`src/design/psu_pkg.sv`:
```
// shared constants, types and filter codes for the png scanline unfilter
package psu_pkg;

	localparam int MAX_ROW_BYTES   = 8192;
	localparam int MAX_PIXEL_BYTES = 8;

	localparam int COL_W  = $clog2(MAX_ROW_BYTES + 1);
	localparam int ADDR_W = $clog2(MAX_ROW_BYTES);
	localparam int TAP_W  = (MAX_PIXEL_BYTES > 1) ? $clog2(MAX_PIXEL_BYTES) : 1;
	localparam int BPP_W  = 4;

	localparam logic [7:0] FT_NONE  = 8'd0;
	localparam logic [7:0] FT_SUB   = 8'd1;
	localparam logic [7:0] FT_UP    = 8'd2;
	localparam logic [7:0] FT_AVG   = 8'd3;
	localparam logic [7:0] FT_PAETH = 8'd4;

	// neighbors of the current byte: left, up, upper left
	typedef struct packed {
		logic [7:0] a;
		logic [7:0] b;
		logic [7:0] c;
	} nbr_t;

endpackage

```
`src/design/psu_predict.sv`:
```
// filter predictor and reconstruction sum
module psu_predict
	import psu_pkg::*;
(
	input  logic [7:0] filt_byte,
	input  logic [7:0] row_filter,
	input  nbr_t       nbr,
	output logic [7:0] recon_byte,
	output logic       bad_filter
);

	logic [9:0] pa, pb, pc;
	logic [9:0] sum_ab, two_c;
	logic [8:0] avg_sum;
	logic [7:0] paeth, pred;

	always_comb begin
		pa     = (nbr.b > nbr.c) ? 10'(nbr.b - nbr.c) : 10'(nbr.c - nbr.b);
		pb     = (nbr.a > nbr.c) ? 10'(nbr.a - nbr.c) : 10'(nbr.c - nbr.a);
		sum_ab = 10'(nbr.a) + 10'(nbr.b);
		two_c  = {1'b0, nbr.c, 1'b0};
		pc     = (sum_ab > two_c) ? (sum_ab - two_c) : (two_c - sum_ab);
		priority if (pa <= pb && pa <= pc) begin
			paeth = nbr.a;
		end else if (pb <= pc) begin
			paeth = nbr.b;
		end else begin
			paeth = nbr.c;
		end
	end

	always_comb begin
		avg_sum = 9'(nbr.a) + 9'(nbr.b);
		unique case (row_filter)
			FT_SUB:   pred = nbr.a;
			FT_UP:    pred = nbr.b;
			FT_AVG:   pred = avg_sum[8:1];
			FT_PAETH: pred = paeth;
			default:  pred = 8'd0;
		endcase
	end

	assign recon_byte = filt_byte + pred;
	assign bad_filter = (row_filter > FT_PAETH);

endmodule

```
`config.mk`:
```
export PLATFORM = sky130hd
export DESIGN_NAME = psu_predict
export DESIGN_NICKNAME = d
export VERILOG_FILES = /design/src/design/psu_pkg.sv /design/src/design/psu_predict.sv
export SDC_FILE = /design/constraint.sdc
export NUM_CORES = 1
export LEC_CHECK = 0
export BUFFER_PORTS_ARGS = -buffer_cell sky130_fd_sc_hd__buf_4
export CORE_AREA = 5 5 78 95
export DETAILED_ROUTE_END_ITERATION = 10
export DIE_AREA = 0 0 83 100
export PLACE_DENSITY = 0.81
export SYNTH_ARGS = -nofsm -noshare
export SYNTH_HDL_FRONTEND = slang
export SYNTH_SLANG_ARGS = --single-unit
```
`constraint.sdc`:
```
create_clock -name vclk -period 13.2
set_input_delay 2.64 -clock vclk [all_inputs]
set_output_delay 2.64 -clock vclk [all_outputs]
set_load 0.01 [all_outputs]
```
==> After elaboration in Yosys (flattened, before gate mapping) <==
Index checks and enable logic that the tools add are counted.
{ "word_totals": {"ff_bits": 0, "in_bits": 40, "output_inout_bits": 9, "wordCells": 27} }
{ "classes": {"addsub": 9, "magnitude_cmp": 7, "n_eq_ne": 4, "mux": 6, "n_reduce_logical": 1} }
{ "ops": {"columns": ["operator", "count"], "rows": [
  ["subtractor 8 x 8 -> 9 bit", 4],
  ["one-hot mux 8 bit (4 select lines)", 1],
  ["less-or-equal comparator 10 bit", 3],
  ["two-way mux 10 bit", 3],
  ["subtractor 9 x 9 -> 10 bit", 2],
  ["adder 8 x 8 -> 9 bit", 2],
  ["== test 8 x 2 -> 1 bit, second input constant", 2],
  ["greater-than comparator 8 bit", 2],
  ["two-way mux 8 bit", 2],
  ["greater-than comparator 9 bit", 1],
  ["adder 8 bit", 1],
  ["== test 8 x 1 -> 1 bit, second input constant", 1],
  ["== test 8 x 3 -> 1 bit, second input constant", 1],
  ["greater-than comparator 8 x 3 -> 1 bit, second input constant", 1],
  ["logical AND 1 bit", 1]
]} }

==> Depth between registers and ports, before layout <==
Gate-level depths: netlist of the first run.
{ "depth": {"word_depth": 8, "ltp_mapped": 39, "mapped_depth_nobuf": 38} }

==> Worst setup path before layout of the first run <==
No wires, ideal clock.
{ "synth_path": {"path_type": "in2out", "from": "in nbr[8] in the netlist's numbering", "to": "out recon_byte[7]", "arrival_time_ns": 9.277, "t_required_ns": 10.560, "path_slack_ns": 1.283, "cell_stages": 37, "cell_sequence": "ha_1 fa_1 a21o_1 a21oi_1 o21bai_1 a21oi_1 nor2_1 a211oi_1 inv_1 ha_1 nand3_1 nor3_1 a21oi_1 nand2_1 o311ai_0 nand3_1 a221oi_1 o21ai_0 xnor2_1 ha_1 a21o_1 a21o_1 a21oi_1 o311ai_0 o221ai_1 mux2i_1 nor2_1 a21oi_1 o22ai_1 ha_1 a21o_1 a21oi_1 o21bai_1 a21oi_1 o21ai_0 xnor2_1 xnor2_1"} }
{ "synth_between": {"elab_chain_cells": 8, "elab_cells_between_ends": 18} }
{ "synth_lines": {"columns": ["element", "line", "rtl"], "rows": [
  ["start, declared", "psu_predict.sv:7", "input nbr_t nbr,"],
  ["adder 8 x 8 -> 9 bit", "psu_predict.sv:20, psu_predict.sv:33", null],
  ["subtractor 9 x 9 -> 10 bit or greater-than comparator 9 bit (tied branches)", "psu_predict.sv:22", "pc = (sum_ab > two_c) ? (sum_ab - two_c) : (two_c - sum_ab);"],
  ["two-way mux 10 bit", "psu_predict.sv:22", null],
  ["less-or-equal comparator 10 bit (on tied branches)", "psu_predict.sv:25, psu_predict.sv:23", null],
  ["two-way mux 8 bit or logical AND 1 bit (tied branches)", "psu_predict.sv:25, psu_predict.sv:23", null],
  ["two-way mux 8 bit", "psu_predict.sv:23", "priority if (pa <= pb && pa <= pc) begin"],
  ["one-hot mux 8 bit (4 select lines) *", "psu_predict.sv:34", "unique case (row_filter)"],
  ["adder 8 bit *", "psu_predict.sv:43", "assign recon_byte = filt_byte + pred;"],
  ["end, declared", "psu_predict.sv:8", "output logic [7:0] recon_byte,"]
]} }
Every way passes the cells marked *; elsewhere a longest branch is shown, timed or not.

==> Worst setup path in the final report of the first run <==
{ "layout_path": {"from": "in nbr[9] in the netlist's numbering", "to": "out recon_byte[7]"} }
The elaborated chain is that of the path after synthesis.

==> results of run 1 <==
cells in the final DEF (no fill, tap or decap), types with 11 or more instances in the layout:
master	n
nand3_1	13
ha_1	88
mux2i_1	11
nor2_1	29
inv_1	65
a21o_1	30
o21ai_0	21
xnor2_1	25
nand2_1	38
a21oi_1	49
buf_4	57
area by class of cell:
cell class,instances,area [µm²]
fill,606,2090
inverter,65,244
multi-input combinational,434,3460
tap,85,106
timing repair buffer,57,428
per-stage QoR:
step	power [mW]	setup WS [ns]	util, %	area, µm²	instances
after floorplan	0.319	1.28	-	3710	511
after global placement	0.417	0.670	65.8	4170	636
after detailed placement	0.429	0.444	65.8	4170	636
after CTS	0.432	0.443	65.8	4170	636
after global routing	0.501	0.00188	67.0	4240	641
final	0.449	0.605	67.0	4240	641
layer usage:
layer	vias to the layer above	GRT usage [%]	wire length, µm
met5	-	0	0
met1	1817	32.0	4610
met3	32	0.739	591
met4	0	9.81	441
li1	1918	-	-
met2	170	49.1	5480
logic make-up (layout without fill, tap and decap cells):
group / Yosys count / count (layout)
adders and majority gates: 97 / 97
buffers and inverters: 77 / 122
muxes: 14 / 14
and+or+nand+nor: 124 / 124
AOI/OAI and AO/OA: 168 / 168
xor gates and xnor gates: 31 / 31
power breakdown:
group / internal [mW] / switching, mW
logic: 0.193 / 0.257
clock network: 0 / 0
registers: 0 / 0
synthesized netlist by cell type (11+ instances only):
cell,instances
ha_1,89
inv_1,65
a21oi_1,55
nand2_1,38
a21o_1,30
nor2_1,29
xnor2_1,25
o21ai_0,22
nand3_1,13
clkbuf_1,11
mux2i_1,11
how the worst max path moves through the flow:
stage	start	endpoint	slack [ns]	cells past startpoint
final	nbr[9]	recon_byte[7]	0.61	38
after global routing	nbr[9]	recon_byte[7]	0.002	40
after CTS	nbr[8]	recon_byte[7]	0.44	39
after detailed placement	nbr[8]	recon_byte[7]	0.44	40
after global placement	nbr[8]	recon_byte[7]	0.67	39
after floorplan	nbr[8]	recon_byte[7]	1.28	37
critical path, delay by kind of cell:
family	cells	cell delay (ns)
fa+ha+maj	4	1.23
mux	1	0.23
simple gates	3	0.45
xor+xnor	4	0.76
buf+inv	3	0.48
compound gates	23	4.17
timing repair:
item | 4_1_cts | 5_1_grt
resized for setup | 0 | 10
endpoints found under the setup margin | 0 | 3
buffers inserted | 0 | 5
==> impl_metrics.py, run 1 <==
metrics = {
    "status": {
        "outcome": "complete, no violations",
    },
    "sta": {
        "fin_setup_tns_ns": 0,
        "rsz0062_at_grt": "false",
        "min_period_ns": 12.59,
        "maxSlewViolCount": 0,
        "whs_ns": 5.58,
        "worst_slew_pin_slew_ns": 0.684,
        "fmax_ghz": 0.0794,
        "setup_viol": 0,
        "finalHoldViolations": 0,
        "timing.final.crit_share_pct": 95.4,
        "timing.slew.headroom_pct": 54.0,
    },
    "worst_setup_path": {
        "path_common_cell": "a21oi_1",
        "slowest_stage": "o221ai_1",
        "cp.arrival_ns": 9.95,
        "startpoint_type": "input pin",
        "endpoint_kind": "primary output",
        "cp_max_fo": 10,
        "cpPeakStageDelay_ns": 0.37,
        "worstPathRequired_ns": 10.56,
        "critPathKind": "input pin to primary output",
    },
    "place": {
        "place_congestion": 0.973,
        "place_hpwl_um": 9600,
        "io_buffers": 49,
    },
    "route": {
        "wl_per_cell_um": 17.4,
        "drcViolationCount": 0,
        "routed_wl_um": 11100,
        "drtIter0Drc": 284,
        "routed_via_density": 6.14,
        "drtAntennaViolNets": 0,
        "dr.pass1.iters": 6,
        "num_vias": 3937,
    },
    "floorplan": {
        "io_pins": 49,
        "placementRows": 32,
        "die_area_um2": 8300,
        "start_util_pct": 58.7,
        "die_y_um": 100,
        "fp.dieW_um": 83,
        "core_area_um2": 6330,
    },
    "layout": {
        "nClkBuffers": 0,
        "regArea_um2": 0,
        "nets": 695,
        "drive_gt1_share_pct": 13.3,
        "seq_cell_count": 0,
        "antennaDiodeCount": 0,
        "areaGrowthSynthToFinish_pct": 14.1,
    },
    "pwr": {
        "ir_drop_uv": 76.7,
        "p_leak_nw": 2.28,
        "p_per_area_nw_per_um2": 106,
    },
    "grt": {
        "grt_pass1_wl_um": 18400,
        "grt_use_total_pct": 26.3,
        "grt_max_degree": 19,
        "grt_pass1_vias": 3990,
        "antenna_found_initial": 0,
        "overflow": 0,
    },
    "run": {
        "maxCapViolCount": 0,
    },
    "min_path": {
        "holdPathEnd": "recon_byte[0]",
        "min_path_type": "input pin to primary output",
        "hold_start": "filt_byte[0]",
        "hold_depth": 3,
    },
    "synth": {
        "synth_seq_area_share_pct": 0,
        "postSynthAreaPerCell_um2": 7.27,
        "synth_xor_area_share_pct": 7.68,
        "yosysUniqueCellTypes": 51,
        "netlist.area_leader.share_pct": 30.0,
        "ys_top_cells_by_area": "ha_1 30%, a21oi_1 7.4%, inv_1 6.6%",
        "ys_warn_count": 0,
        "netlist_area_um2": 3710,
        "synth_area_leader_cell": "ha_1",
        "synth_cells": 511,
        "syn-num-nets": 648,
        "synth_top_family_by_area": "adder cells",
        "synthAdderAreaFrac_pct": 34.3,
        "synth.area.mux_share_pct": 3.87,
        "synth_compound_area_share_pct": 30.1,
        "synth-simple-area-share_pct": 16.3,
    },
    "clock_network": {
        "cts_hold_buf": 0,
    },
}
Note: power is estimated with default switching activity, not from simulation.
==> run 2: changes to the inputs <==
Settings changed: CORE_AREA 5 5 78 95 to 5 5 112 135, DIE_AREA 0 0 83 100 to 0 0 117 140, PLACE_DENSITY 0.81 to not set.
==> run 2 against run 1 <==
  * Via count decreased by 2.8%
  * Combinational power increased by 2%
  * First-iteration DRC count decreased by 50%
  * Critical path type unchanged
==> impl_metrics.py, run 2 (synthesis results as in run 1) <==
metrics = {
    "status": {
        "outcome": "complete, no violations",
    },
    "place": {
        "place_hpwl_um": 10300,
        "dp.cells": 723,
        "place_congestion": 0.920,
        "io_buffers": 49,
    },
    "grt": {
        "grt_pass1_wl_um": 18700,
        "overflow": 0,
        "grt_max_degree": 19,
        "grt_use_total_pct": 13.9,
        "grt_pass1_vias": 3898,
        "antenna_found_initial": 0,
    },
    "floorplan": {
        "placementRows": 47,
        "die_y_um": 140,
        "die_area_um2": 16400,
        "io_pins": 49,
        "core_area_um2": 13600,
        "start_util_pct": 27.2,
        "fp.dieW_um": 117,
    },
    "layout": {
        "final_core_util_pct": 32.0,
        "nets": 694,
        "antennaDiodeCount": 0,
        "regArea_um2": 0,
        "nClkBuffers": 0,
        "seq_cell_count": 0,
        "drive_gt1_share_pct": 14.1,
        "final_cell_mix": "88 x ha_1, 65 x inv_1, 56 x buf_4",
        "final_common_cell": "ha_1",
        "areaGrowthSynthToFinish_pct": 17.4,
        "final_cells": 726,
    },
    "worst_setup_path": {
        "path_buf_inv": 3,
        "slowest_stage": "ha_2",
        "cpPeakStageDelay_ns": 0.36,
        "cp.arrival_ns": 9.85,
        "critPathKind": "input pin to primary output",
        "critPathTopFamily": "compound AO/OA/AOI/OAI gates",
        "worstPathRequired_ns": 10.56,
        "startpoint_type": "input pin",
        "endpoint_kind": "primary output",
        "cp_max_fo": 7,
    },
    "route": {
        "drcViolationCount": 0,
        "num_vias": 3827,
        "dr.pass1.iters": 5,
        "routed_wl_um": 11700,
        "routed_via_density": 5.27,
        "wl_per_cell_um": 16.2,
        "drtIter0Drc": 143,
        "drtAntennaViolNets": 0,
    },
    "run": {
        "maxCapViolCount": 0,
    },
    "sta": {
        "fin_setup_tns_ns": 0,
        "timing.slew.headroom_pct": 56.2,
        "fmax_ghz": 0.0801,
        "whs_ns": 5.59,
        "worst_slew_pin_slew_ns": 0.656,
        "maxSlewViolCount": 0,
        "rsz0062_at_grt": "false",
        "min_period_ns": 12.49,
        "timing.final.crit_share_pct": 94.6,
        "finalHoldViolations": 0,
        "setup_viol": 0,
    },
    "min_path": {
        "holdPathEnd": "recon_byte[0]",
        "min_path_type": "input pin to primary output",
        "hold_start": "filt_byte[0]",
        "hold_depth": 3,
    },
    "clock_network": {
        "cts_hold_buf": 0,
    },
    "pwr": {
        "p_per_area_nw_per_um2": 105,
        "p_leak_nw": 2.28,
        "ir_drop_uv": 49.5,
        "power_mw": 0.456,
    },
}
## run 2: how the worst max path moves through the flow
stage | from | to | slack [ns] | cells past startpoint
finish | nbr[9] | recon_byte[7] | 0.71 | 40
floorplan | nbr[8] | recon_byte[7] | 1.28 | 37
detailed placement | nbr[8] | recon_byte[7] | 0.18 | 39
CTS | nbr[8] | recon_byte[7] | 0.15 | 39
global route | nbr[9] | recon_byte[7] | 0.04 | 40
global placement | nbr[8] | recon_byte[7] | 0.42 | 39
## run 2: stage by stage
| step | area, µm² | setup WS [ns] |
|---|---|---|
| after floorplan | 3710 | 1.28 |
| after global placement | 4280 | 0.416 |
| after detailed placement | 4280 | 0.177 |
| after CTS | 4280 | 0.154 |
| after global routing | 4360 | 0.0420 |
| final | 4360 | 0.715 |
## run 2: report_power, final
part | internal (mW) | switching, mW | leakage [nW]
registers | 0 | 0 | 0
clock network | 0 | 0 | 0
logic | 0.199 | 0.257 | 2.28
total | 0.199 | 0.257 | 2.28
## run 2: per-layer routing
layer | global-route usage [%] | part of all wire [%] | up-vias
li1 | - | - | 1920
met1 | 16.8 | 41 | 1777
met2 | 26.2 | 51 | 105
met3 | 0.690 | 3.8 | 25
met4 | 3.74 | 3.5 | 0
met5 | 0 | 0 | -
## run 2: worst min-delay path: stages
cell and delay, ns:
buf_4 0.08, ha_1 0.12, buf_4 0.11
## run 2: timing repair
action                                  in CTS  in global routing
resized for setup                            0                 14
endpoints found under the setup margin       0                  4
setup buffers                                0                  3
## run 2: final cells by class
| type | instances | area (µm²) |
|---|---|---|
| Tap cell | 171 | 214 |
| Multi-Input combinational cell | 434 | 3480 |
| Inverter | 65 | 244 |
| Timing Repair Buffer | 56 | 420 |
| Fill cell | 1474 | 9280 |
==> run 3: changes to the inputs <==
Settings changed: ABC_AREA set to 1, CORE_AREA 5 5 112 135 to 5 5 115 138, DIE_AREA 0 0 117 140 to 0 0 120 143.
==> run 3 against run 2 <==
  * Non-clock buffer count fell by 6
  * Setup slack improved by 0.32 ns
  * Synthesized area rose by 5.9%
  * Critical path type unchanged
  * Highest routed layer unchanged
==> impl_metrics.py, run 3 <==
metrics = {
    "route": {
        "routed_via_density": 4.81,
        "num_vias": 4071,
        "drcViolationCount": 0,
        "drtIter0Drc": 193,
        "wl_per_cell_um": 14.6,
        "drtAntennaViolNets": 0,
        "routed_wl_um": 12300,
        "dr.pass1.iters": 5,
    },
    "sta": {
        "finalHoldViolations": 0,
        "timing.slew.headroom_pct": 57.3,
        "maxSlewViolCount": 0,
        "min_period_ns": 12.17,
        "timing.final.crit_share_pct": 92.2,
        "setup_viol": 0,
        "fmax_ghz": 0.0822,
        "fin_setup_tns_ns": 0,
        "rsz0062_at_grt": "false",
        "worst_slew_pin_slew_ns": 0.638,
        "whs_ns": 5.59,
    },
    "synth": {
        "netlist_area_um2": 3930,
        "yosysUniqueCellTypes": 43,
        "syn-num-nets": 761,
        "postSynthAreaPerCell_um2": 6.30,
        "synth_cells": 624,
        "yosysMostFrequentCell": "nand2_1",
        "ys_top_cells_by_count": "141 x nand2_1, 121 x inv_1, 89 x ha_1, 50 x a21oi_1, 34 x o21ai_0",
        "synth-simple-area-share_pct": 27.7,
        "synth.area.mux_share_pct": 0.827,
        "ys_top_cells_by_area": "ha_1 28%, nand2_1 13%, inv_1 12%",
        "ys_warn_count": 0,
        "synth_area_leader_cell": "ha_1",
        "netlist.area_leader.share_pct": 28.3,
        "synth_seq_area_share_pct": 0,
        "synthAdderAreaFrac_pct": 32.4,
        "synth_top_family_by_area": "adder cells",
        "synth_xor_area_share_pct": 6.46,
        "synth_compound_area_share_pct": 19.7,
    },
    "layout": {
        "nets": 810,
        "antennaDiodeCount": 0,
        "nClkBuffers": 0,
        "areaGrowthSynthToFinish_pct": 14.5,
        "final_cell_mix": "141 x nand2_1, 121 x inv_1, 89 x ha_1",
        "final_common_cell": "nand2_1",
        "multi_input_area_um2": 3420,
        "fillers": 1561,
        "seq_cell_count": 0,
        "regArea_um2": 0,
        "final_core_util_pct": 31.4,
        "design_area_um2": 4500,
        "drive_gt1_share_pct": 14.0,
        "final_cells": 846,
    },
    "place": {
        "place_area_um2": 4500,
        "place_hpwl_um": 11000,
        "place_congestion": 0.947,
        "io_buffers": 49,
        "dp.cells": 846,
    },
    "worst_setup_path": {
        "endpoint_kind": "primary output",
        "startpoint_type": "input pin",
        "critPathKind": "input pin to primary output",
        "cp.arrival_ns": 9.53,
        "cp_max_fo": 15,
        "slowest_stage": "fa_1",
        "cpPeakStageDelay_ns": 0.39,
        "worstPathRequired_ns": 10.56,
        "path_common_cell": "a21oi_1",
    },
    "floorplan": {
        "fp.dieW_um": 120,
        "core_area_um2": 14400,
        "die_y_um": 143,
        "io_pins": 49,
        "start_util_pct": 27.4,
        "die_area_um2": 17200,
        "placementRows": 48,
    },
    "grt": {
        "grt_pass1_wl_um": 20200,
        "grt_max_degree": 16,
        "grt_use_total_pct": 14.3,
        "overflow": 0,
        "grt_pass1_vias": 4053,
        "antenna_found_initial": 0,
    },
    "min_path": {
        "min_path_type": "input pin to primary output",
    },
    "clock_network": {
        "cts_setup_buffers": 0,
        "cts_resized": 0,
        "cts_hold_buf": 0,
    },
    "pwr": {
        "p_leak_nw": 2.60,
        "p_per_area_nw_per_um2": 91.2,
        "ir_drop_uv": 29.6,
    },
    "status": {
        "outcome": "complete, no violations",
    },
    "run": {
        "maxCapViolCount": 0,
    },
}
==> run 3: cell types whose count changed after synthesis, moves of 12 or more <==
cell,before,now
nand2_1,38,141
inv_1,65,121
xor2_1,5,24
a21o_1,30,5
nand3_1,13,25
xnor2_1,25,5
nand2_2,0,13
o21ai_0,22,34
==> run 3: critical path, delay by kind of cell <==
kind | cells | cell delay (ns)
AOI/OAI and AO/OA | 14 | 2.30
buffers and inverters | 8 | 0.80
and+or+nand+nor | 18 | 1.84
xor gates and xnor gates | 2 | 0.33
adders and majority gates | 5 | 1.63
==> run 3: final cells by class <==
type / count / area share (%)
timing repair buffer: 50 / 8.34
inverter: 129 / 10.8
multi-input combinational: 492 / 76.0
tap: 175 / 4.86
==> run 3: cells by family after synthesis <==
logic type	count (synthesis)
fa+ha+maj	97
mux	3
compound gates	133
xor+xnor	29
buf+inv	132
simple gates	230
==> run 3: power by group <==
| group | switching [mW] | internal [mW] | leakage [nW] |
|---|---|---|---|
| clock | 0 | 0 | 0 |
| combinational | 0.262 | 0.148 | 2.60 |
| sequential | 0 | 0 | 0 |
| total | 0.262 | 0.148 | 2.60 |
==> run 3: worst paths after layout <==
check	depth (start not counted)	end	startpoint	slack [ns]
min	3	recon_byte[0]	filt_byte[0]	5.59
max	47	recon_byte[7]	nbr[8]	1.03
==> run 3: metrics by stage <==
step	power (mW)	setup slack, ns
after global placement	0.408	1.06
after CTS	0.410	0.991
final	0.411	1.03
after floorplan	0.308	2.12
after global routing	0.463	0.441
after detailed placement	0.407	1.03
==> run 3: per-layer routing <==
metal / up-vias / global-route usage, % / share of wire [%]
met5: - / 0 / 0
met4: 0 / 1.99 / 1.7
met3: 14 / 0.713 / 4.2
met2: 95 / 28.1 / 51
met1: 1819 / 17.4 / 43
li1: 2143 / - / -
