--- src/design/psu_pkg.sv ---
// shared constants, types and filter codes for the png scanline unfilter
package psu_pkg;

	localparam int MAX_ROW_BYTES   = 8192;
	localparam int MAX_PIXEL_BYTES = 8;

	localparam int COL_W  = $clog2(MAX_ROW_BYTES + 1);
	localparam int ADDR_W = $clog2(MAX_ROW_BYTES);
	localparam int TAP_W  = (MAX_PIXEL_BYTES > 1) ? $clog2(MAX_PIXEL_BYTES) : 1;
	localparam int BPP_W  = 4;

	localparam logic [7:0] FT_NONE  = 8'd0;
	localparam logic [7:0] FT_SUB   = 8'd1;
	localparam logic [7:0] FT_UP    = 8'd2;
	localparam logic [7:0] FT_AVG   = 8'd3;
	localparam logic [7:0] FT_PAETH = 8'd4;

	// neighbors of the current byte: left, up, upper left
	typedef struct packed {
		logic [7:0] a;
		logic [7:0] b;
		logic [7:0] c;
	} nbr_t;

endpackage

--- src/design/psu_window.sv ---
// shift window of recent bytes with a selectable tap
module psu_window
	import psu_pkg::*;
(
	input  logic             clk,
	input  logic             arst_n,
	input  logic             shift_en,
	input  logic [7:0]       din,
	input  logic [TAP_W-1:0] tap_idx,
	output logic [7:0]       dout
);

	logic [7:0] win_q [MAX_PIXEL_BYTES];

	always_ff @(posedge clk or negedge arst_n) begin
		if (!arst_n) begin
			for (int i = 0; i < MAX_PIXEL_BYTES; i++) begin
				win_q[i] <= 8'd0;
			end
		end else if (shift_en) begin
			win_q[0] <= din;
			for (int i = 1; i < MAX_PIXEL_BYTES; i++) begin
				win_q[i] <= win_q[i-1];
			end
		end
	end

	assign dout = win_q[tap_idx];

endmodule

--- config.mk ---
export PLATFORM = sky130hd
export DESIGN_NAME = psu_window
export DESIGN_NICKNAME = d
export VERILOG_FILES = /design/src/design/psu_pkg.sv /design/src/design/psu_window.sv
export SDC_FILE = /design/constraint.sdc
export NUM_CORES = 1
export LEC_CHECK = 0
export BUFFER_PORTS_ARGS = -buffer_cell sky130_fd_sc_hd__buf_2
export CAP_MARGIN = 10
export CORE_ASPECT_RATIO = 0.9
export CORE_MARGIN = 3
export CORE_UTILIZATION = 60
export DETAILED_ROUTE_END_ITERATION = 8
export HOLD_SLACK_MARGIN = 0.12
export PLACE_DENSITY = 0.8
export SLEW_MARGIN = 40
export SYNTH_ARGS = -nofsm -noshare
export SYNTH_HDL_FRONTEND = slang
export SYNTH_SLANG_ARGS = --single-unit
--- constraint.sdc ---
create_clock -name clk -period 5.1 [get_ports clk]
set_input_delay 1.275 -clock clk [delete_from_list [all_inputs] [get_ports clk]]
set_output_delay 1.275 -clock clk [all_outputs]
set_load 0.01 [all_outputs]
# Word-level counts from Yosys, hierarchy flattened
# Cells that the tools add are included.
[word_totals]
reg_bits = 64
elab_cells = 13
[op_classes]
magnitude_cmp = 1
n_mux = 3
bitwise_logic = 1
[op_table]
columns = ["operator", "n"]
rows = [
  ["8-bit binary-select mux with 3-bit select", 1],
  ["8-bit two-way mux", 2],
  ["4-bit >= comparator, second input constant", 1],
  ["3-bit inverter with 4-bit output", 1],
]

# Logic depth before layout (Yosys ltp)
# Gate-level depths: netlist of run 1.
[logic_depth]
word_depth = 4
mapped_depth = 4

# Worst setup path after synthesis of run 1
# OpenSTA, ideal clock, no wires.
[synth_path]
kind = "input to output"
start = "input port tap_idx[0]"
end = "output port dout[0]"
arrival_time_ps = 2338
t_required_ps = 3825
slack_ps = 1487
path_stages = 4
path_cell_list = "buf_6 > buf_12 > mux4_1 > mux2_2"
[synth_between]
elab_chain_len = 4
[synth_lines]
columns = ["element", "line", "rtl"]
rows = [
  ["start, declared", "psu_window.sv:9", "input logic [TAP_W-1:0] tap_idx,"],
  ["3-bit inverter with 4-bit output (implied by the code)", "psu_window.sv:28", "assign dout = win_q[tap_idx];"],
  ["8-bit binary-select mux with 3-bit select", "psu_window.sv:28", ""],
  ["8-bit two-way mux (implied by the code) (2 in series)", "psu_window.sv:28", ""],
  ["end, declared", "psu_window.sv:10", "output logic [7:0] dout"],
]
# Every way passes these cells. The select of a mux whose other input is x is not followed.

# Worst setup path in the final report of run 1
[layout_path]
start = "input port tap_idx[0]"
end = "output port dout[1]"
# The elaborated chain is that of the path after synthesis.

==> results of run 1 <==
## cells in the final DEF (no fill, tap or decap), drive strengths merged
cell,synthesis,routed
mux2,72,72
dfrtp,64,64
buf,10,23
mux4,16,16
clkbuf,2,9
clkinv,0,3
bufinv,0,2
inv,0,1
clkinvlp,0,1
## path summary, 6_finish.rpt
path / startpoint / end / slack (ns) / cells past startpoint
max reg2reg: win_q[10]$_DFFE_PN0P_ / win_q[10]$_DFFE_PN0P_ / 4.30 / 1
min: win_q[0]$_DFFE_PN0P_ / win_q[0]$_DFFE_PN0P_ / 0.51 / 1
min reg2reg: win_q[0]$_DFFE_PN0P_ / win_q[0]$_DFFE_PN0P_ / 0.51 / 1
max in group asynchronous: arst_n / win_q[49]$_DFFE_PN0P_ / 3.70 / 2
min in group asynchronous: arst_n / win_q[30]$_DFFE_PN0P_ / 1.01 / 2
max: tap_idx[0] / dout[1] / 1.13 / 4
## cell families (layout without fill, tap and decap cells)
family / Yosys count / in the layout / share of synthesized area
buf+inv: 12 / 39 / 0.0267
flops: 64 / 64 / 0.551
mux: 88 / 88 / 0.422
## where the power goes
part           leakage (nW)  switching, mW  internal (mW)  total, mW
Combinational         0.553         0.0964          0.194      0.290
Sequential            0.756         0.0948          0.644      0.739
Clock                 0.110          0.197          0.276      0.473
Total                  1.42          0.388           1.11       1.50
## per-stage QoR
step	setup WS (ns)	cell area (um2)	utilization	total power, mW	hold WS (ns)
after CTS	1.12	3250	0.710	1.52	0.508
after detailed placement	1.13	3030	0.662	1.04	0.493
after global placement	1.16	3030	0.661	0.998	0.483
after floorplan	1.49	2910	-	0.941	0.472
final	1.13	3250	0.711	1.50	0.505
after global routing	1.07	3250	0.711	1.58	0.524
## worst max-delay path, delay by kind of cell
kind     cells  cell delay (ns)
buf+inv      2             0.52
mux          2             0.90
## layout make-up
class	count	area share
clock inverter	7	0.0292
tap	62	0.0239
timing repair buffer	23	0.0389
multi-input combinational	88	0.377
clock buffer	9	0.0381
sequential	64	0.492
## metal layers
layer	vias up	global-route usage	share of wire
li1	674	-	-
met5	-	0	0
met4	0	0.0515	0.0017
met3	2	0.0794	0.037
met1	783	0.234	0.43
met2	24	0.296	0.53
==> results by stage, run 1 <==
Global routing:
- After global routing the overflow that remains totals 0.
- The via count of the first global-routing pass is 1,562.
- The largest net degree at the start of global routing is 65.
- The number of antenna violations at the first check in global routing is 0.
- The global-route wire length before repair is 7890 um.
- For this run, the total global-route usage over all layers was measured as 0.185.

CTS:
- The clock tree from TritonCTS is yes.
- The number of buffers on the longest clock path is 2.
- The number of clock buffers added by TritonCTS is 9.
- The H-tree generated during clock tree synthesis spans 3 levels.
- The insertion delay of the later-clocked pin in the worst-skew pair is 0.34 ns.
- After clock tree synthesis, the clock-pin slew on the worst setup and hold paths is 0.07 ns.
- Buffers added to address setup during post-CTS repair amount to 0.
- The number of hold-repair buffers added at the cts stage is 0.
- The count of instances resized after the clock tree is built is 0.
- The clock net in this run drives a total of 64 sinks.
- The root buffer cell chosen for the clock tree is clkbuf_8.

Yosys:
- In the post-synthesis netlist, the biggest area contributors are dfrtp_1 55%, mux2_2 28%, mux4_1 14%.
- Of the post-synthesis cell area, the dominant cell type holds 0.551.
- In this run the cell area of the synthesized design comes to 2910 um2.
- The share of synthesized area occupied by flip-flops and latches is 0.551.
- When the netlist entered floorplanning its net count stood at 178.
- The library cell occupying the most area in the post-synthesis netlist is dfrtp_1.
- The number of synthesized register bits is 64.
- The post-synthesis instance total is 164.
- Sorting the synthesized cells by how often they occur yields 72 x mux2_2, 64 x dfrtp_1, 15 x mux4_1.
- The library cell with the highest instance count after synthesis is mux2_2.
- In the synthesized netlist the async set-or-reset flop fraction comes to 1.00.
- The count of flip-flops with a built-in enable after synthesis is 0.
- The count of warnings emitted by yosys is 0.
- After synthesis, the netlist uses 9 different library cells.
- Dividing the synthesized area by the synthesized cell count gives 17.7 um2.
- The most used flip-flop cell after synthesis is dfrtp_1.

Routing:
- After detailed routing, the number of remaining DRC violations is 0.
- The count of routing violations after the opening detailed-route iteration is 67.
- The detail route stage leaves a number of antenna-violating nets equal to 0.
- The post-detailed-route via-to-cell ratio is 5.86.
- The via count is 1,483.
- After detailed routing, the average wire length per cell comes to 18.3 um.
- The length of the first detailed-routing pass in iterations is 4.
- The routed wire length is 4640 um.

STA:
- The final setup violation count is 0.
- Across the routed clock network, the largest skew measured is 0.00638 ns.
- The final hold violation count came to 0.
- The measured slew at the worst slew-check pin is 0.636 ns.
- Setup repair after global routing left no endpoint under its margin.
- The max-slew violation count was 0.
- Derived from the worst setup path, the maximum achievable clock frequency is 252 MHz.
- The worst-case headroom to the max-slew limit is 0.576.
- The total negative slack for setup checks is 0 ns.
- In the finished design, the share of the clock period the worst path needs comes to 0.779.
- The minimum period implied by the final worst setup slack is 3.97 ns.

Layout:
- In the final layout, the multi-input gates occupy 1230 um2.
- The flip-flop count of the largest register, all copies and words added is 64.
- In the final layout, the share of cells above drive strength 1 is 0.586.
- The count of antenna diodes in the layout is 0.
- The final layout contains 200 nets.
- Counting flops per register, the top entry is win_q.
- The largest registers in the layout are win_q: 64 flops.
- Registers take 1600 um2.
- The synthesis-to-layout area growth is 11.9%.
- The layout has 274 filler cells.
- The number of cells in the finished layout apart from fillers is 253.

Pwr:
- IR analysis of the VDD net gives a maximum drop of 321 uV.
- Dividing total power by cell area gives a power density of 462 nW/um2.
- The leakage power is 1.42 nW.

Critical path:
- The category of the critical setup timing path is primary input to primary output.
- At the worst endpoint, the required time is 3.83 ns.
- The critical path's most frequent cell is buf_2.
- The critical path arrival is 2.70 ns.
- Of all nets on the critical path, the largest fanout is 16.
- The worst-path cell with the longest stage delay is mux4_1.
- Walking the worst path, the cells encountered are buf_2, mux4_1, mux2_2, buf_2.
- The maximum cell stage delay along the critical path is 0.62 ns.
- The critical path launch point type is a primary input.
- The kind of end point of the critical path is a primary output.

Status:
- The run finished with clean final reports.

Floorplan:
- From left edge to right edge, the die measures 79.4 um.
- The die span in y is 72.0 um.
- The die footprint is 5720 um2.
- The number of rows created at floorplan is 23.
- The initial utilization of the core area, before any placement, comes to 0.635.
- Pin placement for this block handled 22 I/O pins.
- After floorplanning, the core was sized to cover 4580 um2.

Place:
- The cell count after placement is 237.
- Routability-driven placement finished with a final weighted congestion of 0.692.
- The wire-length estimate of the detail-placed layout is 2920 um.
- The count of buffers from port buffering is 21.

Worst hold path:
- The path class of the tightest hold or removal check is flip-flop to flip-flop.

Flow run:
- Across the run, the number of max-cap violations was 0.
(Power assumes the default switching activity.)
==> run 2: changes to the inputs <==
--- a/config.mk
+++ b/config.mk
@@ -9,10 +9,10 @@
 export CAP_MARGIN = 10
 export CORE_ASPECT_RATIO = 0.9
 export CORE_MARGIN = 3
-export CORE_UTILIZATION = 60
+export CORE_UTILIZATION = 53
 export DETAILED_ROUTE_END_ITERATION = 8
 export HOLD_SLACK_MARGIN = 0.12
-export PLACE_DENSITY = 0.8
+export PLACE_DENSITY = 0.74
 export SLEW_MARGIN = 40
 export SYNTH_ARGS = -nofsm -noshare
 export SYNTH_HDL_FRONTEND = slang
==> constraint.sdc (replaced) <==
create_clock -name clk -period 3.28 [get_ports clk]
set_input_delay 0.82 -clock clk [delete_from_list [all_inputs] [get_ports clk]]
set_output_delay 0.82 -clock clk [all_outputs]
set_load 0.01 [all_outputs]
==> results by stage, run 2 (synthesized netlist as in run 1, its figures left out) <==
Place:
- The post-detailed-placement half-perimeter wirelength is 2950 um (was 2920 um).
- The count of buffers from port buffering was 21 (unchanged).
- The pre-CTS worst setup slack is 0.373 ns (was 1.13 ns).
- The placer's final routability congestion estimate is 0.737 (was 0.692).
- The cell count after placement is 242 (was 237).
- The instance area after placement is 3060 um2 (was 3030 um2).

Flow run:
- The max-capacitance violation count came to 0 (unchanged).

STA:
- The measured slew at the worst slew-check pin came to 0.736 ns (was 0.636 ns).
- The total negative slack for setup checks is 0 ns (unchanged).
- The highest clock frequency the design can meet is 344 MHz.
- The final hold violation count is 0 (unchanged).
- The minimum period implied by the final worst setup slack is 2.91 ns.
- The worst setup margin is 0.374 ns (was 1.13 ns).
- The setup clock skew after layout is 0.00886 ns (was 0.00638 ns).
- The final setup violation count is 0 (unchanged).
- Setup repair after global routing missed its margin: false (unchanged).
- The max-slew violation count is 0 (unchanged).
- The final worst hold slack is 0.333 ns (was 0.505 ns).
- The worst-case headroom to the max-slew limit is 0.510 (was 0.576).
- The share of the clock period used by the worst path after layout is 0.886.

Layout:
- Top library cells by usage in the layout, fill and taps aside: 72 x mux2_2, 64 x dfrtp_1, 21 x buf_2 (was 72 x mux2_2, 64 x dfrtp_1, 20 x buf_2).
- The final standard cell area without fillers is 3280 um2 (was 3250 um2).
- The share of final-layout standard cells stronger than drive strength 1 was 0.585 (was 0.586).
- The number of cells in the finished layout apart from fillers is 258 (was 253).
- The register bank with the most flops is win_q (unchanged).
- The final core utilization is 0.645 (was 0.711).
- The count of nets after finishing came to 202 (was 200).
- Top flop regs: win_q: 64 flops (unchanged).
- The count of antenna diodes in the layout is 0 (unchanged).
- The synthesis-to-layout area growth is 12.7% (was 11.9%).
- The leading cell type in the layout, fill and taps excluded is mux2_2 (unchanged).
- The flip-flop count of the largest register, all copies and words added is 64 (unchanged).

Floorplan:
- The die footprint is 6410 um2 (was 5720 um2).
- The effective utilization at floorplan is 0.573 (was 0.635).
- The overall die width is 84.1 um (was 79.4 um).
- The standard cell core area came to 5070 um2 (was 4580 um2).
- The I/O pin total is 22 (unchanged).
- The number of rows created at floorplan is 24 (was 23).
- The die span in y is 76.3 um (was 72.0 um).

Routing:
- The routed wire length was 4510 um (was 4640 um).
- The post-detailed-route via-to-cell ratio came to 5.87 (was 5.86).
- The wire length per cell after detailed routing is 17.5 um (was 18.3 um).
- The count of routing violations after the opening detailed-route iteration is 67 (unchanged).
- The DRC violation count after routing is 0 (unchanged).
- The length of the first detailed-routing pass in iterations is 4 (unchanged).
- The count of nets left with antenna violations after detail routing was 0 (unchanged).
- The via count was 1,515 (was 1,483).

Critical path:
- The register-to-register setup slack was 2.49 ns (was 4.30 ns).
- The origin of the critical flop-to-flop path was win_q[46]$_DFFE_PN0P_ (was win_q[10]$_DFFE_PN0P_).
- The buffering stage count on the worst path with inverters included was 3 (was 2).
- The endpoint of the lowest-slack register-to-register path is win_q[38]$_DFFE_PN0P_ (was win_q[10]$_DFFE_PN0P_).
- Cell chain of the critical path: buf_2, buf_12, mux4_1, mux2_2, buf_2 (was buf_2, mux4_1, mux2_2, buf_2).
- The critical path launch point type is a primary input (unchanged).
- The critical path's most frequent cell is buf_2 (unchanged).
- The largest delay contributor family on the critical path was multiplexers (unchanged).
- The worst reg-to-reg path cell count came to 1 (unchanged).
- The maximum net fanout on the critical path is 16 (unchanged).
- The critical path arrival is 2.09 ns (was 2.70 ns).
- The kind of end point of the critical path was a primary output (unchanged).
- The maximum cell stage delay along the critical path is 0.58 ns (was 0.62 ns).
- The category of the critical setup timing path is primary input to primary output (unchanged).
- The worst-path cell with the longest stage delay was mux4_1 (unchanged).
- The critical path required time was 2.46 ns (was 3.83 ns).

CTS:
- The TritonCTS buffer count was 9 (unchanged).
- The number of buffers inserted to repair setup after CTS came to 0 (unchanged).
- The number of levels the H-tree was split into is 3 (unchanged).
- The number of buffers on the longest clock path is 2 (unchanged).
- The clock tree root buffer cell is clkbuf_8 (unchanged).
- The clock input transition at the sequential cells of the worst setup and hold paths is 0.07 ns (about the same).
- The number of clock sinks is 64 (unchanged).
- The count of instances resized after the clock tree is built came to 0 (unchanged).
- The number of hold-repair buffers added at the cts stage was 0 (unchanged).
- The insertion delay of the later-clocked pin in the worst-skew pair was 0.33 ns (was 0.34 ns).
- The clock tree from TritonCTS is yes (unchanged).

Pwr:
- The total chip power is 2.30 mW (was 1.50 mW).
- The power density over cell area is 703 nW/um2 (was 462 nW/um2).
- The worst-case vdd ir drop is 356 uV (was 321 uV).
- The leakage power is 1.43 nW (was 1.42 nW).

Worst hold path:
- The class of the most critical hold timing path is primary input to asynchronous set/reset pin (was flip-flop to flip-flop).

Global routing:
- The number of antenna violations at the first check in global routing came to 0 (unchanged).
- The global-route wire length before repair was 7770 um (was 7890 um).
- The largest net degree at the start of global routing came to 61 (was 65).
- The overall track demand over capacity in global routing is 0.155 (was 0.185).
- The sum of overflow across all layers after global routing is 0 (unchanged).
- The via count of the first global-routing pass is 1,603 (was 1,562).

Status:
- Result of the run: finished clean (unchanged).
-- run 2: layout make-up --
class / count / area [um2]
Clock buffer: 14 / 183
Clock inverter: 2 / 35.0
Fill cell: 354 / 1800
Multi-Input combinational cell: 88 / 1230
Sequential cell: 64 / 1600
Tap cell: 65 / 81.3
Timing Repair Buffer: 25 / 148
-- run 2: worst max path at each step --
stage | start | end | slack (ns) | cells past startpoint
floorplan | tap_idx[0] | dout[0] | 0.58 | 4
global placement | tap_idx[0] | dout[0] | 0.41 | 5
detailed placement | tap_idx[0] | dout[0] | 0.37 | 5
CTS | tap_idx[0] | dout[6] | 0.36 | 5
global route | tap_idx[0] | dout[6] | 0.33 | 5
finish | tap_idx[0] | dout[6] | 0.37 | 5
-- run 2: metal layers --
layer | global-route usage | routed length (um) | up-vias
li1 | - | - | 681
met1 | 0.195 | 2040 | 805
met2 | 0.244 | 2240 | 21
met3 | 0.0703 | 189 | 8
met4 | 0.0434 | 47 | 0
met5 | 0 | 0 | -
-- run 2: where the power goes --
group	switching, mW	internal, mW
combinational	0.149	0.304
clock	0.275	0.433
sequential	0.139	1.00
==> run 3: changes to the inputs <==
--- a/config.mk
+++ b/config.mk
@@ -7,12 +7,12 @@
 export LEC_CHECK = 0
 export BUFFER_PORTS_ARGS = -buffer_cell sky130_fd_sc_hd__buf_2
 export CAP_MARGIN = 10
-export CORE_ASPECT_RATIO = 0.9
 export CORE_MARGIN = 3
 export CORE_UTILIZATION = 53
 export DETAILED_ROUTE_END_ITERATION = 8
 export HOLD_SLACK_MARGIN = 0.12
-export PLACE_DENSITY = 0.74
+export PLACE_DENSITY_LB_ADDON = 0.1
+export SKIP_LAST_GASP = 1
 export SLEW_MARGIN = 40
 export SYNTH_ARGS = -nofsm -noshare
 export SYNTH_HDL_FRONTEND = slang
==> results by stage, run 3 (synthesized netlist as in run 1, its figures left out) <==
STA:
- The share of the clock period used by the worst path after layout is 0.878 (was 0.886).
- The final setup violation count is 0 (unchanged).
- Setup repair after global routing missed its margin: false (unchanged).
- The setup clock skew after layout is 0.00493 ns (was 0.00886 ns).
- The minimum period implied by the final worst setup slack came to 2.88 ns (was 2.91 ns).
- The final hold violation count is 0 (unchanged).
- The measured slew at the worst slew-check pin is 0.770 ns (was 0.736 ns).
- The total negative slack for setup checks was 0 ns (unchanged).
- The worst-case headroom to the max-slew limit is 0.487 (was 0.510).
- The max-slew violation count is 0 (unchanged).
- The final worst hold slack is 0.447 ns (was 0.333 ns).
- The highest clock frequency the design can meet is 347 MHz (was 344 MHz).

Layout:
- The final core utilization came to 0.620 (was 0.645).
- The number of cells in the finished layout apart from fillers is 259 (was 258).
- The leading cell type in the layout, fill and taps excluded is mux2_2 (unchanged).
- The count of antenna diodes in the layout is 0 (unchanged).
- Top flop regs: win_q: 64 flops (unchanged).
- The register bank with the most flops is win_q (unchanged).
- Top library cells by usage in the layout, fill and taps aside: 72 x mux2_2, 64 x dfrtp_1, 21 x buf_2 (unchanged).
- The share of final-layout standard cells stronger than drive strength 1 is 0.577 (was 0.585).
- The flip-flop count of the largest register, all copies and words added was 64 (unchanged).
- The synthesis-to-layout area growth is 11.1% (was 12.7%).
- The number of filler instances in the final layout is 403 (was 354).
- The count of nets after finishing is 201 (was 202).

Global routing:
- The largest net degree at the start of global routing was 43 (was 61).
- The global-route wire length before repair is 7520 um (was 7770 um).
- The via count of the first global-routing pass came to 1,587 (was 1,603).
- The sum of overflow across all layers after global routing is 0 (unchanged).
- The number of antenna violations at the first check in global routing is 0 (unchanged).
- The overall track demand over capacity in global routing is 0.160 (was 0.155).

Routing:
- The length of the first detailed-routing pass in iterations came to 4 (unchanged).
- The routed wire length is 4480 um (was 4510 um).
- The count of routing violations after the opening detailed-route iteration came to 38 (was 67).
- The post-detailed-route via-to-cell ratio was 5.75 (was 5.87).
- The count of nets left with antenna violations after detail routing came to 0 (unchanged).
- The via count was 1,489 (was 1,515).
- The DRC violation count after routing came to 0 (unchanged).
- The wire length per cell after detailed routing is 17.3 um (was 17.5 um).

Floorplan:
- The die span in y is 80.1 um (was 76.3 um).
- The number of rows created at floorplan is 26 (was 24).
- The I/O pin total is 22 (unchanged).
- The standard cell core area is 5200 um2 (was 5070 um2).
- The effective utilization at floorplan was 0.558 (was 0.573).
- The die footprint is 6410 um2 (about the same).
- The overall die width is 80.1 um (was 84.1 um).

Critical path:
- The start point of the critical path is tap_idx[0] (unchanged).
- The register-to-register setup slack is 2.49 ns (about the same).
- The kind of end point of the critical path is a primary output (unchanged).
- The critical path required time is 2.46 ns (about the same).
- The maximum net fanout on the critical path is 16 (unchanged).
- The critical path arrival was 2.06 ns (was 2.09 ns).
- The category of the critical setup timing path is primary input to primary output (unchanged).
- The origin of the critical flop-to-flop path was win_q[38]$_DFFE_PN0P_ (was win_q[46]$_DFFE_PN0P_).
- The critical path launch point type is a primary input (unchanged).

Place:
- The cell count after placement is 246 (was 242).
- The post-detailed-placement half-perimeter wirelength is 2920 um (was 2950 um).
- The placer's final routability congestion estimate is 0.702 (was 0.737).
- The count of buffers from port buffering is 21 (unchanged).

CTS:
- The number of hold-repair buffers added at the cts stage is 0 (unchanged).
- The number of buffers inserted to repair setup after CTS was 0 (unchanged).
- The number of clock sinks is 64 (unchanged).
- The count of instances resized after the clock tree is built came to 0 (unchanged).
- The clock tree root buffer cell was clkbuf_8 (unchanged).
- The insertion delay of the later-clocked pin in the worst-skew pair is 0.33 ns (about the same).
- The TritonCTS buffer count is 9 (unchanged).
- The clock input transition at the sequential cells of the worst setup and hold paths is 0.06 ns (was 0.07 ns).
- The clock tree from TritonCTS was yes (unchanged).
- The number of buffers on the longest clock path is 2 (unchanged).
- The number of levels the H-tree was split into is 3 (unchanged).

Flow run:
- The max-capacitance violation count is 0 (unchanged).

Status:
- Result of the run: finished clean (unchanged).

Pwr:
- The total chip power came to 2.15 mW (was 2.30 mW).
- The power density over cell area is 667 nW/um2 (was 703 nW/um2).
- The worst-case vdd ir drop is 433 uV (was 356 uV).
- The leakage power came to 1.41 nW (was 1.43 nW).

Worst hold path:
- The class of the most critical hold timing path is primary input to asynchronous set/reset pin (unchanged).
run 3: cell count changes in the layout (fill, tap and decap cells not counted), sizes merged:
cell	before	now
buf	25	24
bufinv	1	0
clkbuf	14	12
run 3: path summary, 6_finish.rpt:
kind / end / depth (start not counted)
max reg2reg: win_q[30]$_DFFE_PN0P_ / 1
max: dout[4] / 5
min reg2reg: win_q[7]$_DFFE_PN0P_ / 1
min: win_q[31]$_DFFE_PN0P_ / 1
min in group clk: win_q[7]$_DFFE_PN0P_ / 1
max in group asynchronous: win_q[55]$_DFFE_PN0P_ / 2
run 3: per-layer routing:
layer  wire length (um)  track usage
met5                  0            0
met4                 97        0.101
met3                152       0.0392
met2               2210        0.257
met1               2020        0.191
run 3: layout make-up:
| type | instances | area (um2) | share of cell area |
|---|---|---|---|
| well taps | 70 | 87.6 | 0.0271 |
| repair buffers | 24 | 153 | 0.0473 |
| multi-input cells | 88 | 1230 | 0.380 |
| clock buffers | 12 | 155 | 0.0480 |
| clock inverters | 1 | 5.00 | 0.00155 |
| flip-flops and latches | 64 | 1600 | 0.496 |
run 3: stage by stage:
stage	setup slack, ns	area (um2)
after floorplan	0.577	2910
after global placement	0.408	3070
after detailed placement	0.388	3070
after CTS	0.383	3230
after global routing	0.351	3230
final	0.400	3230
run 3: report_power, final:
group	internal [mW]	total (mW)	switching, mW
clock network	0.302	0.566	0.264
registers	1.00	1.14	0.137
logic	0.304	0.449	0.145
run 3: critical path, stage by stage:
cell and delay [ns]:
buf_2 0.10, buf_12 0.16, mux4_1 0.56, mux2_2 0.28, buf_2 0.14
